**src/rtl/rrle_pkg.sv**
```systemverilog
// Package for the record run-length encoder.
// Holds the record constants and the result struct shared by the core and the top level.
// No dependencies.
package rrle_pkg;

    localparam int unsigned RecW   = 48;
    localparam int unsigned CountW = 16;

    // Signature record: 89 5A 50 49 46 0A.
    localparam logic [RecW-1:0] SigRecord  = 48'h895A_5049_460A;
    // End-of-header marker record.
    localparam logic [RecW-1:0] MarkRecord = 48'h0000_FFFF_FFFF;
    localparam logic [RecW-1:0] ZeroRecord = '0;
    localparam logic [CountW-1:0] MaxRun   = 16'hFFFF;

    // Results caused by one input item. The second result, when present,
    // is always the all-zero terminator marked last.
    typedef struct packed {
        logic            emit;
        logic [RecW-1:0] rec;
        logic            last;
        logic            emit_term;
    } result_t;

endpackage

```
**src/rtl/record_run_length_encoder.sv**
```systemverilog
// Record run-length encoder, top level.
// A result is registered and appears on m_ in the cycle after the input transfer causing it.
// Throughput: one input transfer per cycle while the output is taken and no terminator
// is pending; the terminator that follows a flushed run or marker takes its own slot in the
// single output register. Reset (aresetn low, synchronous) returns to expecting the
// signature and empties the output register.
module record_run_length_encoder (
    input  logic                      aclk,
    input  logic                      aresetn,
    input  logic                      s_tvalid,
    output logic                      s_tready,
    input  logic [47:0]               s_tdata,   // [47:0] record
    input  logic                      s_tuser,   // [0] end_of_input
    output logic                      m_tvalid,
    input  logic                      m_tready,
    output logic [47:0]               m_tdata,   // [47:0] out_record
    output logic                      m_tlast
);

    logic                          accept;
    logic                          out_free;
    rrle_pkg::result_t             res;
    logic                          valid_reg;
    logic [rrle_pkg::RecW-1:0]     data_reg;
    logic                          last_reg;
    logic                          term_reg;

    // The output register can take a new result when empty or being drained.
    assign out_free = !valid_reg || m_tready;
    assign s_tready = out_free && !term_reg;
    assign accept   = s_tvalid && s_tready;

    rrle_core u_core (
        .aclk    (aclk),
        .aresetn (aresetn),
        .accept  (accept),
        .rec     (s_tdata),
        .end_in  (s_tuser),
        .res     (res)
    );

    // Output register with a pending terminator flag behind it.
    always_ff @(posedge aclk) begin
        if (!aresetn) begin
            valid_reg <= 1'b0;
            last_reg  <= 1'b0;
            term_reg  <= 1'b0;
        end else if (term_reg && m_tready) begin
            valid_reg <= 1'b1;
            last_reg  <= 1'b1;
            term_reg  <= 1'b0;
        end else if (accept) begin
            valid_reg <= res.emit;
            last_reg  <= res.last;
            term_reg  <= res.emit_term;
        end else if (m_tready) begin
            valid_reg <= 1'b0;
        end
    end

    // Payload follows the same selection; no reset needed.
    always_ff @(posedge aclk) begin
        if (term_reg && m_tready) begin
            data_reg <= rrle_pkg::ZeroRecord;
        end else if (accept) begin
            data_reg <= res.rec;
        end
    end

    assign m_tvalid = valid_reg;
    assign m_tdata  = data_reg;
    assign m_tlast  = last_reg;

endmodule

```
**src/rtl/rrle_core.sv**
```systemverilog
// Encoder core: phase, pending run record and run count.
// Produces the results of each accepted item in the same cycle.
// Depends on rrle_pkg.
module rrle_core (
    input  logic                               aclk,
    input  logic                               aresetn,
    input  logic                               accept,
    input  logic [rrle_pkg::RecW-1:0]          rec,
    input  logic                               end_in,
    output rrle_pkg::result_t                  res
);

    typedef enum logic [2:0] {
        PH_SIG   = 3'd0,
        PH_HDR   = 3'd1,
        PH_FIRST = 3'd2,
        PH_RUN   = 3'd3,
        PH_DONE  = 3'd4
    } phase_t;

    phase_t                          phase_reg, phase_next;
    logic [rrle_pkg::RecW-1:0]       run_record_reg, run_record_next;
    logic [rrle_pkg::CountW-1:0]     run_count_reg, run_count_next;
    logic [rrle_pkg::RecW-1:0]       run_word;

    // Word emitted for the pending run; a count above one replaces the top 16 bits.
    always_comb begin
        if (run_count_reg > rrle_pkg::CountW'(1)) begin
            run_word = {run_count_reg, run_record_reg[31:0]};
        end else begin
            run_word = run_record_reg;
        end
    end

    // Next state and results for one item.
    always_comb begin
        phase_next      = phase_reg;
        run_record_next = run_record_reg;
        run_count_next  = run_count_reg;
        res             = '0;
        case (phase_reg)
            PH_SIG: begin
                if (!end_in && rec == rrle_pkg::SigRecord) begin
                    res.emit   = 1'b1;
                    res.rec    = rec;
                    phase_next = PH_HDR;
                end else begin
                    phase_next = PH_DONE;
                end
            end
            PH_HDR: begin
                if (end_in) begin
                    res.emit      = 1'b1;
                    res.rec       = rrle_pkg::MarkRecord;
                    res.emit_term = 1'b1;
                    phase_next    = PH_DONE;
                end else begin
                    res.emit = 1'b1;
                    res.rec  = rec;
                    if (rec == rrle_pkg::MarkRecord) begin
                        phase_next = PH_FIRST;
                    end
                end
            end
            PH_FIRST: begin
                if (end_in) begin
                    res.emit   = 1'b1;
                    res.rec    = rrle_pkg::ZeroRecord;
                    res.last   = 1'b1;
                    phase_next = PH_DONE;
                end else begin
                    run_record_next = rec;
                    run_count_next  = rrle_pkg::CountW'(1);
                    phase_next      = PH_RUN;
                end
            end
            PH_RUN: begin
                if (end_in || rec == rrle_pkg::ZeroRecord) begin
                    res.emit      = 1'b1;
                    res.rec       = run_word;
                    res.emit_term = 1'b1;
                    phase_next    = PH_DONE;
                end else if (rec == run_record_reg && run_count_reg != rrle_pkg::MaxRun) begin
                    run_count_next = run_count_reg + rrle_pkg::CountW'(1);
                end else begin
                    res.emit        = 1'b1;
                    res.rec         = run_word;
                    run_record_next = rec;
                    run_count_next  = rrle_pkg::CountW'(1);
                end
            end
            default: begin
                phase_next = PH_DONE;
            end
        endcase
    end

    // State registers, updated only on an accepted transfer.
    always_ff @(posedge aclk) begin
        if (!aresetn) begin
            phase_reg      <= PH_SIG;
            run_record_reg <= '0;
            run_count_reg  <= rrle_pkg::CountW'(1);
        end else if (accept) begin
            phase_reg      <= phase_next;
            run_record_reg <= run_record_next;
            run_count_reg  <= run_count_next;
        end
    end

endmodule
```
**config.mk**
```make
export PLATFORM = sky130hd
export DESIGN_NAME = record_run_length_encoder
export DESIGN_NICKNAME = d
export VERILOG_FILES = /design/src/rtl/rrle_pkg.sv /design/src/rtl/record_run_length_encoder.sv /design/src/rtl/rrle_core.sv
export SDC_FILE = /design/constraint.sdc
export NUM_CORES = 1
export LEC_CHECK = 0
export ABC_CLOCK_PERIOD_IN_PS = 2100
export BUFFER_PORTS_ARGS = -buffer_cell sky130_fd_sc_hd__buf_4
export CORE_MARGIN = 4
export CORE_UTILIZATION = 40
export CTS_CLUSTER_DIAMETER = 200
export DETAILED_ROUTE_END_ITERATION = 6
export SYNTH_ARGS = -nofsm -noshare
export SYNTH_HDL_FRONTEND = slang
export SYNTH_SLANG_ARGS = --single-unit
```
**constraint.sdc**
```tcl
create_clock -name aclk -period 2.1 [get_ports aclk]
set_input_delay 0.42 -clock aclk [delete_from_list [all_inputs] [get_ports aclk]]
set_output_delay 0.42 -clock aclk [all_outputs]
set_load 0.01 [all_outputs]
```
==> metrics, run 1 <==
pin count of the biggest net entering global routing=74; vias per inst=5.78; Syn Inst Count=740; Clock Power Share=0.489; async set-reset flop share out of synthesis=0; I/O pin total=104; commonest non-fill, non-tap cells in the layout=buf_4 (248), nand2_1 (134), dfxtp_1 (113), nor2_1 (54), inv_1 (54); DP Area=8270 um2; Longest Clk Path Bufs=2; Post-Synth Adder-Cell Area=0.00603; count of input and output buffers=103; EDFF count, synth=0; Clk Latency, worst-skew pair=430 ps; number of global-route vias before repair=6868; fillers=1198; Die Wd=133 um; CTS buffer count=17; first-pass GRT wire length=36900 um; FF-to-FF setup slack=-150 ps; Synth top area share=0.380; Starting Density=0.409; Residual DRC=0; critical path, cell by cell=xnor2_2 > buf_4 > nand4_1 > nor4_4 > nand3_4 > buf_6 > nor3_4 > buf_6 > buf_8 > and3_4 > o21ai_2; most common cell after layout, fill and taps aside=buf_4; Layout Nets=1046; Worst-Margin Slew=398 ps; H-tree levels=4; max-cap violation count=0; RR Endpoint=u_core.run_count_reg[0]$_SDFFE_PN1P_; CTS tree=yes; HP Class=in2reg; critical path fanouts, max=5; final hold vios=0; count of cell types in the netlist=55; Comb power frac=0.094; Worst Path Required=2400 ps; Core ar.=15200 um2; Post-Route Skew=15.9 ps; largest family of logic cells by synthesized area=simple AND/OR/NAND/NOR gates; min Tclk post-route=2250 ps; remaining global-route overflow=0; status=finished with violations; kind of critical path=reg2reg; main area contributors after synthesis=dfxtp_1 (38%), nand2_1 (8.1%), xnor2_1 (7.3%); final setup margin=-154 ps; WP data arrival=2560 ps; DR pass1 iterations=7; worst reg2reg path depth=11; crit end category=flip-flop; final setup vio count=91; clock-pin slew on the worst setup and hold paths=50 ps; critical hold path startpoint=s_tdata[14]; Top delay family on crit path=simple AND/OR/NAND/NOR gates; VDD IR max=0.575 mV; worst path buffer plus inverter count=4; Detail Route Antenna Nets=0; 1st-iter DRT viols=568; Synth Area in Simple Gates=0.226; fin util=0.648; final instance area=9850 um2; Max transition margin=0.735; sw frac=0.240; pwr/cell area=546 nW/um2; Psw=1.29 mW; Final HPWL DP=15600 um; P_int=4.09 mW; area grow syn2layout=58.4%; Reg power frac=0.417; Post-Route WL=23900 um; GRT Util Overall=0.265; initial antenna violation count=0; CP peak stage delay=390 ps; fmax=444 MHz; synthesized area=6220 um2; Syn Area/Cell=8.41 um2; synthesis-stage register bit count=118; fin crit share=1.07; Top cell by count, worst path=buf_6; Yosys top cell by area=dfxtp_1; total die area=17600 um2; die height=133 um; sequential share of the synthesized area=0.380; ys flop type=dfxtp_1; Crit path depth=11; worst flop-to-flop path startpoint=u_core.run_record_reg[34]$_SDFFE_PN0P_; gpl congestion=0.865; failing checks=setup timing; total of warnings raised by yosys=0; xor/xnor share of the synthesized area=0.0774; Leak=3.89 nW; layout cells sized above 1=0.432; clock sinks=118; total power=5.38 mW; compound-gate portion of the synthesized area=0.172; DR vias=6854; Setup crit start=u_core.run_record_reg[34]$_SDFFE_PN0P_; max-slew violations=0; worst setup path end=u_core.run_count_reg[0]$_SDFFE_PN1P_; RSZ-0062 raised after global routing=yes; WL/cell=20.1 um; mux share of post-synthesis cell area=0.0579; syn_nets=796; dpl ws=-608 ps; crit start category=flip-flop; # diodes=0; # hold bufs at CTS=0; Crit-path slowest cell=nor4_4; number of core rows=45; clk root buf=clkbuf_16
-- worst reg2reg max path, cell delays in order, from the launching register on --
cell and delay (ps):
dfxtp_2 340, xnor2_2 100, buf_4 150, nand4_1 130
nor4_4 390, nand3_4 140, buf_6 150, nor3_4 220
buf_6 170, buf_8 130, and3_4 180, o21ai_2 40
-- what timing repair did --
action                     4_1_cts  5_1_grt
setup buffers                    8        3
cloned                           7        5
setup endpoints to repair      113      116
pin swaps                       36       22
resized for setup               91       60
-- metrics by stage --
stage	setup TNS [ps]	std cells	hold slack (ps)
2_1_floorplan	-26.2	740	455
3_3_place_gp	-55030	1143	447
3_5_place_dp	-55150	1143	449
4_1_cts	-9120	1183	275
5_1_grt	-14430	1186	297
6_report	-7040	1186	290
-- worst min-delay path by stage --
stage,to,slack [ps],depth (start not counted)
2_1_floorplan,u_core.run_record_reg[42]$_SDFFE_PN0P_,460,2
3_3_place_gp,m_tdata[15]$_SDFFE_PP0P_,450,2
3_5_place_dp,m_tdata[32]$_SDFFE_PP0P_,450,2
4_1_cts,u_core.run_record_reg[14]$_SDFFE_PN0P_,270,3
5_1_grt,u_core.run_record_reg[12]$_SDFFE_PN0P_,300,3
6_report,u_core.run_record_reg[14]$_SDFFE_PN0P_,290,3
-- cell usage after synthesis, types with 2 or more instances --
cell,instances
nand2_1,134
dfxtp_1,118
nor2_1,57
inv_1,54
xnor2_1,52
mux2i_1,36
o221ai_1,36
a21oi_1,27
nand4_1,27
nor4_1,24
clkbuf_1,20
o21ai_0,18
o211ai_1,16
o41ai_1,15
nand3_1,11
buf_6,10
o221ai_2,10
buf_4,9
buf_2,6
nor3_1,6
and2_1,3
and4_1,3
ha_1,3
nand2b_1,3
nor4b_1,3
xor2_1,3
a21o_2,2
a31oi_1,2
dlygate4sd1_1,2
nand2_2,2
nor2b_1,2
nor4_4,2
o21ai_2,2
-- power groups by stage --
stage,Combinational (mW),Sequential (mW),Clock [mW]
floorplan,0.158,2.29,0
global placement,0.443,2.29,0
detailed placement,0.450,2.29,0
CTS,0.471,2.24,2.65
global route,0.531,2.24,2.76
finish,0.503,2.24,2.63
-- cells by family (layout without fill, tap and decap cells) --
kind of cell / after synthesis / after routing
fa+ha+maj: 3 / 3
simple gates: 290 / 290
xor+xnor: 55 / 55
compound gates: 136 / 136
buf+inv: 102 / 360
flops: 118 / 118
mux: 36 / 36
-- metal layers --
| layer | part of all wire | GRT usage | up-vias |
|---|---|---|---|
| li1 | - | - | 3132 |
| met1 | 0.42 | 0.341 | 3352 |
| met2 | 0.48 | 0.442 | 306 |
| met3 | 0.072 | 0.0593 | 64 |
| met4 | 0.028 | 0.0883 | 0 |
| met5 | 0 | 0 | - |
-- area by class of cell --
class | instances | area, um2 | share of cell area
multi-input combinational | 520 | 4080 | 0.414
timing repair buffer | 279 | 2450 | 0.248
sequential | 118 | 2370 | 0.241
clock buffer | 23 | 498 | 0.0505
tap | 188 | 235 | 0.0239
inverter | 54 | 203 | 0.0206
clock inverter | 4 | 23.8 | 0.00241
(Power assumes the default switching activity.)
==> inputs of run 2 (changes only) <==
--- a/config.mk
+++ b/config.mk
@@ -5,12 +5,13 @@
 export SDC_FILE = /design/constraint.sdc
 export NUM_CORES = 1
 export LEC_CHECK = 0
-export ABC_CLOCK_PERIOD_IN_PS = 2100
+export ABC_CLOCK_PERIOD_IN_PS = 1900
 export BUFFER_PORTS_ARGS = -buffer_cell sky130_fd_sc_hd__buf_4
 export CORE_MARGIN = 4
 export CORE_UTILIZATION = 40
 export CTS_CLUSTER_DIAMETER = 200
 export DETAILED_ROUTE_END_ITERATION = 6
+export PLACE_DENSITY = 0.59
 export SYNTH_ARGS = -nofsm -noshare
 export SYNTH_HDL_FRONTEND = slang
 export SYNTH_SLANG_ARGS = --single-unit
==> constraint.sdc (replaced) <==
create_clock -name aclk -period 1.9 [get_ports aclk]
set_input_delay 0.38 -clock aclk [delete_from_list [all_inputs] [get_ports aclk]]
set_output_delay 0.38 -clock aclk [all_outputs]
set_load 0.01 [all_outputs]
==> run 2 against run 1 <==
Core utilization rose by 1.2 points; design area rose by 1.9%; global-route usage fell by 0.59 points; the flow still finishes with violations (setup timing); routed wire length fell by 0.38%; critical endpoint is now m_tdata[18]$_SDFFE_PP0P_; combinational power rose by 8.5%; worst hold slack got worse by 24 ps; largest power group unchanged.
==> metrics, run 2 (synthesis results as in run 1) <==
Detail Route Antenna Nets=0; gpl congestion=0.870; Leak=4.03 nW; crit end category=flip-flop; setup_tns=-35420 ps; RSZ-0062 raised after global routing=yes; number of core rows=45; Clk Latency, worst-skew pair=420 ps; remaining global-route overflow=0; fin crit share=1.20; WL/cell=19.7 um; final hold vios=0; post-route insts no fill=1209; placed cell count=1151; Crit-path slowest cell=nor4_2; max-slew violations=0; final setup margin=-377 ps; worst flop-to-flop path startpoint=u_core.run_record_reg[15]$_SDFFE_PN0P_; final instance area=10000 um2; Residual DRC=0; critical path fanouts, max=11; clock-pin slew on the worst setup and hold paths=60 ps; area grow syn2layout=61.3%; Longest Clk Path Bufs=2; CTS buffer count=17; failing checks=setup timing; GRT Util Overall=0.259; DR vias=6898; clk root buf=clkbuf_16; vias per inst=5.71; DP Area=8420 um2; pin count of the biggest net entering global routing=58; fillers=1162; critical path, cell by cell=xnor2_1 > buf_4 > nand4_1 > nor4_2 > nand3_1 > buf_6 > o311ai_4 > buf_4 > clkbuf_16 > o221ai_1; fmax=439 MHz; Final HPWL DP=15600 um; total die area=17600 um2; H-tree levels=4; commonest non-fill, non-tap cells in the layout=buf_4 (257), nand2_1 (134), dfxtp_1 (111), inv_1 (54), nor2_1 (52); I/O pin total=104; final setup vio count=115; Die Wd=133 um; # diodes=0; Layout Nets=1065; Setup crit start=u_core.run_record_reg[15]$_SDFFE_PN0P_; CP peak stage delay=350 ps; critical hold path startpoint=s_tdata[5]; HP Class=in2reg; Starting Density=0.409; status=finished with violations; dpl ws=-720 ps; clock sinks=118; count of input and output buffers=103; DR pass1 iterations=5; Post-Route Skew=8.31 ps; Worst Path Required=2190 ps; min Tclk post-route=2280 ps; Top cell by count, worst path=buf_4; die height=133 um; most common cell after layout, fill and taps aside=buf_4; crit start category=flip-flop; layout cells sized above 1=0.443; Max transition margin=0.671; Worst-Margin Slew=492 ps; first-pass GRT wire length=36700 um; kind of critical path=reg2reg; WP data arrival=2570 ps; CTS tree=yes; number of global-route vias before repair=6916; max-cap violation count=0; VDD IR max=0.575 mV; pwr/cell area=615 nW/um2; fin util=0.660; 1st-iter DRT viols=631; Core ar.=15200 um2; Post-Route WL=23800 um; initial antenna violation count=0
[run 2: power by group]
group	switching (mW)	internal (mW)
Clock	1.14	2.01
Sequential	0.000749	2.48
Combinational	0.304	0.242
Total	1.44	4.73
[run 2: worst max-delay path, delay by kind of cell (launching register included)]
family | cells | cell delay (ps)
flip-flops | 1 | 320
buffers and inverters | 4 | 650
XOR/XNOR | 1 | 150
AO/OA/AOI/OAI | 2 | 410
AND/OR/NAND/NOR | 3 | 620
[run 2: timing repair]
action | 4_1_cts | 5_1_grt
setup endpoints to repair | 115 | 117
buffers inserted | 14 | 9
pin swaps | 23 | 33
hold endpoints to repair | 0 | 0
hold buffers | 0 | 0
resized for setup | 86 | 66
gates cloned | 6 | 3
[run 2: per-layer routing]
layer / routed length, um / up-vias / global-route usage / share of wire
met3: 1840 / 63 / 0.0643 / 0.077
met1: 9820 / 3320 / 0.332 / 0.41
li1: - / 3172 / - / -
met5: 0 / - / 0 / 0
met2: 11500 / 343 / 0.430 / 0.49
met4: 571 / 0 / 0.0843 / 0.024
[run 2: per-stage QoR]
step / total power [mW] / hold slack, ps
floorplan: 2.71 / 455
global placement: 3.02 / 447
detailed placement: 3.02 / 450
CTS: 6.16 / 251
global route: 6.36 / 261
finish: 6.17 / 267
[run 2: final timing paths]
path	end	slack, ps	cells past startpoint
setup / recovery	m_tdata[18]$_SDFFE_PP0P_	-380	10
hold / removal	u_core.run_record_reg[5]$_SDFFE_PN0P_	270	3
setup reg to reg	m_tdata[18]$_SDFFE_PP0P_	-380	10
hold reg to reg	m_tdata[20]$_SDFFE_PP0P_	470	2
[run 2: final cells by class]
class | instances | area, um2 | area share
Inverter | 54 | 203 | 0.0202
Tap cell | 188 | 235 | 0.0234
Timing Repair Buffer | 298 | 2630 | 0.262
Sequential cell | 118 | 2370 | 0.237
Clock buffer | 22 | 474 | 0.0473
Clock inverter | 9 | 101 | 0.0101
Multi-Input combinational cell | 520 | 4020 | 0.401
==> inputs of run 3 (changes only) <==
--- a/config.mk
+++ b/config.mk
@@ -5,6 +5,7 @@
 export SDC_FILE = /design/constraint.sdc
 export NUM_CORES = 1
 export LEC_CHECK = 0
+export ABC_AREA = 1
 export ABC_CLOCK_PERIOD_IN_PS = 1900
 export BUFFER_PORTS_ARGS = -buffer_cell sky130_fd_sc_hd__buf_4
 export CORE_MARGIN = 4
==> run 3 against run 2 <==
The flow still finishes with violations (setup timing); total power is 24% higher; routed wire length grew 7.2%; count of clock-buffer cells in the layout is 4 higher; first-iteration DRC count shrank 1.3%.
==> metrics, run 3 <==
initial antenna violation count=0; Yosys top cell by area=dfxtp_1; critical path fanouts, max=8; crit end category=flip-flop; Core ar.=17300 um2; Syn Area/Cell=5.83 um2; post-route insts no fill=1646; failing checks=setup timing; Leak=4.88 nW; min Tclk post-route=2000 ps; DP Area=8770 um2; max-cap violation count=0; Post-Route Skew=6.28 ps; Worst-Margin Slew=444 ps; GRT Util Overall=0.241; most common cell after layout, fill and taps aside=nand2_1; layout cells sized above 1=0.305; dpl ws=-284 ps; CTS tree=yes; Residual DRC=0; area grow syn2layout=45.6%; VDD IR max=0.651 mV; gpl congestion=0.869; Synth top area share=0.334; final setup vio count=101; RSZ-0062 raised after global routing=yes; synthesized area=7080 um2; # diodes=0; final setup margin=-100 ps; Starting Density=0.409; total die area=19900 um2; vias per inst=5.03; clock-pin slew on the worst setup and hold paths=60 ps; Clk Latency, worst-skew pair=420 ps; DR vias=8286; ys flop type=dfxtp_1; sequential share of the synthesized area=0.334; I/O pin total=104; placed cell count=1593; Final HPWL DP=16700 um; count of input and output buffers=103; final hold vios=0; total power=7.63 mW; Syn Inst Count=1214; EDFF count, synth=0; HP Class=in2reg; first-pass GRT wire length=38400 um; final instance area=10300 um2; max-slew violations=0; fillers=1715; pin count of the biggest net entering global routing=49; number of core rows=48; Detail Route Antenna Nets=0; 1st-iter DRT viols=623; most common cell in the netlist=nand2_1; fmax=500 MHz; DR pass1 iterations=6; clock sinks=118; WL/cell=15.5 um; total of warnings raised by yosys=0; CTS buffer count=17; final hold slack=244 ps; main area contributors after synthesis=dfxtp_1 (33%), nand2_1 (22%), nor2_1 (11%); top cells by count, synth=nand2_1 (407), nor2_1 (209), dfxtp_1 (118); remaining global-route overflow=0; die height=141 um; status=finished with violations; fin util=0.596; WP data arrival=2320 ps; commonest non-fill, non-tap cells in the layout=nand2_1 (398), buf_4 (202), nor2_1 (149), inv_1 (99), dfxtp_1 (85); Longest Clk Path Bufs=2; Layout Nets=1464; number of global-route vias before repair=7453; Worst Path Required=2220 ps; async set-reset flop share out of synthesis=0; synthesis-stage register bit count=118; syn_nets=1270; Max transition margin=0.704; crit start category=flip-flop; pwr/cell area=740 nW/um2; H-tree levels=4; Post-Route WL=25500 um; clk root buf=clkbuf_16; setup_tns=-5400 ps; Die Wd=141 um; fin crit share=1.05; kind of critical path=reg2reg; count of cell types in the netlist=28
-- run 3: cell types whose count changed after synthesis, sizes merged, moves of 8 or more --
cell	change
a21oi	+32
inv	+81
mux2i	-36
nand2	+276
nand3	+56
nor2	+156
nor3	+8
nor4	-23
o211ai	-17
o21ai	+60
o221ai	-46
o41ai	-15
xnor2	-52
xor2	+9
-- run 3: final cells by class --
cell class | instances | area, um2 | share of cell area
tap | 225 | 282 | 0.0273
timing repair buffer | 228 | 2010 | 0.195
sequential | 118 | 2420 | 0.235
clock inverter | 6 | 88.8 | 0.00862
inverter | 139 | 543 | 0.0527
multi-input combinational | 904 | 4440 | 0.431
clock buffer | 26 | 519 | 0.0504
-- run 3: kinds of logic after synthesis --
group	after synthesis	synth area share
AOI/OAI and AO/OA	140	0.0996
xor gates and xnor gates	12	0.0149
adders and majority gates	3	0.00531
buffers and inverters	193	0.110
DFF	118	0.334
and+or+nand+nor	748	0.436
-- run 3: where the power goes --
part	switching, mW	internal, mW	leakage (nW)	total [mW]
Clock	1.20	2.14	0.293	3.34
Sequential	0.119	2.62	0.973	2.74
Combinational	0.869	0.683	3.61	1.55
-- run 3: worst max-delay path, stage by stage (launching register included) --
cell,delay [ps]
dfxtp_4,370
inv_1,60
nand2_1,60
nand2_1,50
nor2_1,120
nand2_1,70
nor2_2,140
nand2_1,110
nor2_4,130
nand2_2,80
inv_2,90
nand2_4,70
nand2_8,140
inv_16,80
clkbuf_16,190
nor2_1,90
nor2_1,50
-- run 3: path summary, 6_finish.rpt --
check                                              from                                      to  slack [ps]  depth (start not counted)
hold reg to reg                m_tdata[25]$_SDFFE_PP0P_                m_tdata[25]$_SDFFE_PP0P_         460                          2
hold / removal                              s_tdata[13]  u_core.run_record_reg[13]$_SDFFE_PN0P_         240                          3
setup / recovery  u_core.run_record_reg[0]$_SDFFE_PN0P_   u_core.run_record_reg[2]$_SDFFE_PN0P_        -100                         16
setup reg to reg  u_core.run_record_reg[0]$_SDFFE_PN0P_   u_core.run_record_reg[2]$_SDFFE_PN0P_        -100                         16
-- run 3: layer usage --
layer / up-vias / track usage / share of wire
li1: 4186 / - / -
met1: 3829 / 0.322 / 0.45
met2: 240 / 0.404 / 0.48
met3: 31 / 0.0404 / 0.053
met4: 0 / 0.0627 / 0.013
met5: - / 0 / 0
-- run 3: timing repair --
action | 4_1_cts | 5_1_grt
buffers inserted | 3 | 11
gates cloned | 2 | 8
pin swaps | 10 | 19
setup endpoints to repair | 66 | 113
hold buffers | 0 | 0
gates resized for setup | 48 | 185
